$ cat config.mk
export PLATFORM = sky130hd
export DESIGN_NAME = lsws_ctrl
export DESIGN_NICKNAME = d
export VERILOG_FILES = /design/src/sv/lsws_pkg.sv /design/src/sv/lsws_ctrl.sv
export SDC_FILE = /design/constraint.sdc
export NUM_CORES = 1
export LEC_CHECK = 0
export BUFFER_PORTS_ARGS = -buffer_cell sky130_fd_sc_hd__buf_2
export CAP_MARGIN = 15
export CORE_AREA = 2 2 39 41
export DETAILED_ROUTE_END_ITERATION = 10
export DIE_AREA = 0 0 41 43
export GPL_TIMING_DRIVEN = 0
export MAX_ROUTING_LAYER = met4
export PLACE_DENSITY_LB_ADDON = 0.2
export SYNTH_ARGS = -nofsm -noshare
export SYNTH_HDL_FRONTEND = slang
export SYNTH_SLANG_ARGS = --single-unit
$ cat constraint.sdc
create_clock -name i_clk -period 1.9 [get_ports i_clk]
set_clock_uncertainty 0.1 [all_clocks]
set_input_delay 0.095 -clock i_clk [delete_from_list [all_inputs] [get_ports i_clk]]
set_output_delay 0.095 -clock i_clk [all_outputs]
set_load 0.005 [all_outputs]
$ cat src/sv/lsws_pkg.sv
// Package: shared types and constants of the location stack with search.
`timescale 1ns / 1ps

package lsws_pkg;

    localparam int DEF_STACK_DEPTH = 256;
    localparam int DEF_COORD_BITS  = 8;
    localparam int DIR_BITS        = 3;
    localparam int ACT_BITS        = 2;
    localparam int STATUS_BITS     = 2;

    typedef enum logic [ACT_BITS-1:0] {
        ACT_PUSH   = 2'd0,
        ACT_POP    = 2'd1,
        ACT_SEARCH = 2'd2
    } t_action;

    typedef enum logic [STATUS_BITS-1:0] {
        ST_OK        = 2'd0,
        ST_OVERFLOW  = 2'd1,
        ST_UNDERFLOW = 2'd2
    } t_status;

    // controller to datapath
    typedef struct packed {
        logic    accept;     // capture search key, clear found, take status
        logic    push;       // write entry, bump count, new top
        logic    pop;        // drop count, read the entry under the top
        logic    srch_start; // read slot 0
        logic    srch_step;  // read next slot
        logic    pop_load;   // top from read data
        logic    set_found;
        logic    out_load;   // move result into the output register
        t_status status;
    } t_cmd;

    // datapath to controller
    typedef struct packed {
        logic full;
        logic empty;
        logic match;
        logic scan_done;
        logic out_free;
    } t_sts;

endpackage

$ cat src/sv/lsws_ctrl.sv
// Controller: state machine sequencing push, pop and search operations.
`timescale 1ns / 1ps

module lsws_ctrl import lsws_pkg::*; (
    input  logic                i_clk,
    input  logic                i_rst_n,
    input  logic                i_in_valid,
    input  logic [ACT_BITS-1:0] i_action,
    input  t_sts                i_sts,
    output t_cmd                o_cmd,
    output logic                o_in_ready
);

    typedef enum logic [3:0] {
        S_IDLE   = 4'b0001,
        S_POP_LD = 4'b0010,
        S_SRCH   = 4'b0100,
        S_DONE   = 4'b1000
    } t_state;

    t_state r_state;
    t_state n_state;

    assign o_in_ready = (r_state == S_IDLE);

    always_comb begin
        n_state = r_state;
        o_cmd   = '0;
        o_cmd.status = ST_OK;
        case (r_state)
            S_IDLE: begin
                if (i_in_valid) begin
                    o_cmd.accept = 1'b1;
                    n_state      = S_DONE;
                    case (i_action)
                        ACT_PUSH: begin
                            if (i_sts.full) begin
                                o_cmd.status = ST_OVERFLOW;
                            end else begin
                                o_cmd.push = 1'b1;
                            end
                        end
                        ACT_POP: begin
                            if (i_sts.empty) begin
                                o_cmd.status = ST_UNDERFLOW;
                            end else begin
                                o_cmd.pop = 1'b1;
                                n_state   = S_POP_LD;
                            end
                        end
                        ACT_SEARCH: begin
                            if (!i_sts.empty) begin
                                o_cmd.srch_start = 1'b1;
                                n_state          = S_SRCH;
                            end
                        end
                        default: ;
                    endcase
                end
            end
            S_POP_LD: begin
                o_cmd.pop_load = 1'b1;
                n_state        = S_DONE;
            end
            S_SRCH: begin
                // read data holds the slot just below the scan index
                if (i_sts.match) begin
                    o_cmd.set_found = 1'b1;
                    n_state         = S_DONE;
                end else if (i_sts.scan_done) begin
                    n_state = S_DONE;
                end else begin
                    o_cmd.srch_step = 1'b1;
                end
            end
            S_DONE: begin
                if (i_sts.out_free) begin
                    o_cmd.out_load = 1'b1;
                    n_state        = S_IDLE;
                end
            end
            default: n_state = S_IDLE;
        endcase
    end

    always_ff @(posedge i_clk) begin
        if (!i_rst_n) begin
            r_state <= S_IDLE;
        end else begin
            r_state <= n_state;
        end
    end

endmodule

==> key figures <==
Run status
  – Status: finished clean

Global route
  – Total grt overflow: 0
  – GRT Total Usage: approximately an eighth
  – Initial antenna violation count: 0
  – Largest net degree at the start of global routing: 8
  – Met2 Use GR: between 10% and 20%
  – First-pass GRT wire length: 1469 microns
  – Grt met1 use: between 10% and 20%
  – Gr busiest metal: met2
  – Met3 usage: under 10%
  – Vias in the first global route: between 300 and 400

CTS
  – H-tree levels: 1
  – TritonCTS buffer count: 3
  – CTS root buffer: clkbuf_4
  – Later-pin clock latency in the skew report: about 230 ps
  – CTS tree: yes
  – Post-CTS setup buffers: 0
  – Reg clk slew, reported paths: roughly 40 ps
  – # clock sinks: 4
  – Clock buffer depth: 2

Synth
  – Ys Warns: 0
  – Ys async rst share: 0%
  – Synthesized flop and latch total: 4
  – Synth Net Count: between 50 and 60
  – Post-Synthesis Cells: 45
  – Synth Flop Type: dfxtp_1
  – Syn Area/Cell: between 9 and 10 sq um
  – Synth Cell Area: 406.6 sq um
  – Post-synthesis sequential area ratio: 19.69%
  – Post-synth EDFFs: 0
  – Distinct cell type count after synthesis: 26

Worst setup path
  – Worst EP required: 1700 ps
  – Worst path cell trace: or4b_4 -> nor3_4 -> buf_2
  – Critical path arrival: roughly 1600 ps
  – Maximum fanout along the worst path: 7
  – Setup crit end kind: output pin
  – CP Class: register to output pin
  – CP bufs+invs: 1
  – Top delay family on crit path: simple AND/OR/NAND/NOR gates
  – Slowest cell on the critical path: or4b_4
  – CP startpoint kind: register
  – Largest stage delay, worst path: between 500 and 600 ps

Timing
  – Min Clock Period, post-route: 1769 ps
  – RSZ-0062 raised after global routing: no
  – Hold_ws: 46.88 ps
  – Slew headroom: 74.62%
  – Worst-Margin Slew: 371.1 ps
  – Slew Viols, Final: 0
  – Count of final setup violators: 0
  – Endpoints failing hold: 0
  – Post-route setup TNS: 0 ps
  – Fmax: 565.3 MHz
  – Final Cycle Share: between 90% and 100%

Final layout
  – Max FFs per register: 4
  – Share of layout cells above drive strength 1: approximately 44%
  – Antenna cells: 0
  – Non-filler cells, final: 84
  – Top reg by flops: r_state
  – Regs by FF count: r_state (4)
  – Layout area overhead: 36.62%
  – Final Util: between 40% and 50%
  – Fin nets: 83

Routing
  – Routed Antenna Nets: 0
  – Routed len/inst: approximately 11 microns
  – 1st-iter DRT viols: 6
  – Drt drc: 0
  – WL final: roughly 910 microns
  – Via count: 403
  – DRT Pass-1 Iters: 4
  – Post-DR vias/cell: 4.798

Floorplan
  – Die X-Extent: 41 microns
  – Core Box Area: 1384 sq um
  – Cell Rows: 14
  – Die Y: about 43 microns
  – Ports: 21
  – Initial Utilization: between 20% and 30%
  – Die Footprint: about 1800 sq um

Place
  – IO buf count: 20
  – Placed Cells: about 80
  – HPWL after DPL: between 700 and 800 microns
  – Routability cong.: 0.6848

Run
  – Max-Cap Viols: 0

Power and ir drop
  – Worst IR drop on VDD: around 0.41 mV
  – Power per cell area: around 480 nW/um^2
  – Lkg Pwr: 0.0002825 uW

Min path
  – HP Class: input pin to register
[cell type report]
| cell class | instances | area [sq um] |
|---|---|---|
| Fill cell | 142 | 828.3 |
| Multi-Input combinational cell | 34 | 306.5 |
| Timing Repair Buffer | 20 | 100.1 |
| Sequential cell | 4 | 80.08 |
| Inverter | 7 | 26.28 |
| Clock buffer | 3 | 22.52 |
| Tap cell | 16 | 20.02 |
[repair_timing]
item | 4_1_cts | 5_1_grt
gates resized for setup | 0 | 1
setup endpoints to repair | 0 | 1
hold buffers | 0 | 0
[synthesized netlist by cell type (2+ instances only)]
library cell  number  area share (%)
and3_1             2             3.1
dfxtp_1            4              20
ha_1               3             9.2
inv_1              7             6.5
nand2_1            3             2.8
nor2b_1            3             4.6
nor3b_1            2             3.7
nor4b_1            2             4.3
o21ai_0            2             2.5
[placed cells by master (no fill, tap or decap)]
| master | n |
|---|---|
| nor4b_2 | 1 |
| o21a_1 | 1 |
| and4_1 | 1 |
| o2bb2ai_1 | 1 |
| dfxtp_1 | 4 |
| nor4b_4 | 1 |
| nand2_1 | 3 |
| nor3_4 | 1 |
| buf_2 | 20 |
| or4b_2 | 1 |
| nand4b_1 | 1 |
| and2_1 | 1 |
| xnor2_1 | 1 |
| a2bb2oi_1 | 1 |
| and4bb_2 | 1 |
| nor3b_1 | 2 |
| nor2b_1 | 3 |
| o21ai_0 | 2 |
| nor4b_1 | 1 |
| a21boi_0 | 1 |
| or4b_4 | 1 |
| inv_1 | 7 |
| a2111oi_0 | 1 |
| clkbuf_4 | 3 |
| ha_1 | 3 |
| a22oi_1 | 1 |
| and3_1 | 2 |
| o311ai_2 | 1 |
| nor2_1 | 1 |
[kinds of logic after synthesis]
kind of cell	share of synthesized area, %
adders and majority gates	9.232
AOI/OAI and AO/OA	18.47
buffers and inverters	6.463
and+or+nand+nor	44.00
xor gates and xnor gates	2.154
DFF	19.69
[worst paths after layout]
check | depth (start not counted) | slack, ps | startpoint | end
hold reg to reg | 2 | 510 | r_state[0]$_SDFFE_PN1P_ | r_state[0]$_SDFFE_PN1P_
setup / recovery | 3 | 130 | r_state[2]$_SDFFE_PN0P_ | o_cmd[5]
hold / removal | 2 | 50 | i_rst_n | r_state[0]$_SDFFE_PN1P_
setup reg to reg | 3 | 290 | r_state[2]$_SDFFE_PN0P_ | r_state[3]$_SDFFE_PN0P_
[metrics by stage]
stage / total power, uW / area, sq um / setup WS [ps]
after global routing: 286.8 / 555.5 / 48.36
after floorplan: 132.1 / 406.6 / 436.8
after detailed placement: 162.7 / 526.8 / 318.0
after CTS: 271.1 / 549.3 / 144.1
after global placement: 162.8 / 526.8 / 315.7
final: 265.8 / 555.5 / 131.0
[power breakdown]
part / total [uW] / switching, uW / leakage [uW] / internal, uW
sequential: 95.6 / 7.46 / 0.0000326 / 88.2
combinational: 66.2 / 31.1 / 0.000236 / 35.1
clock: 104 / 33.4 / 0.0000138 / 70.6
[routing by layer]
layer / share of wire [%] / routed length (microns)
met1: 48 / 434
met5: 0 / 0
met2: 46 / 420
met4: 0 / 0
met3: 6.1 / 56
No activity file was read; power rests on OpenSTA's default activity.
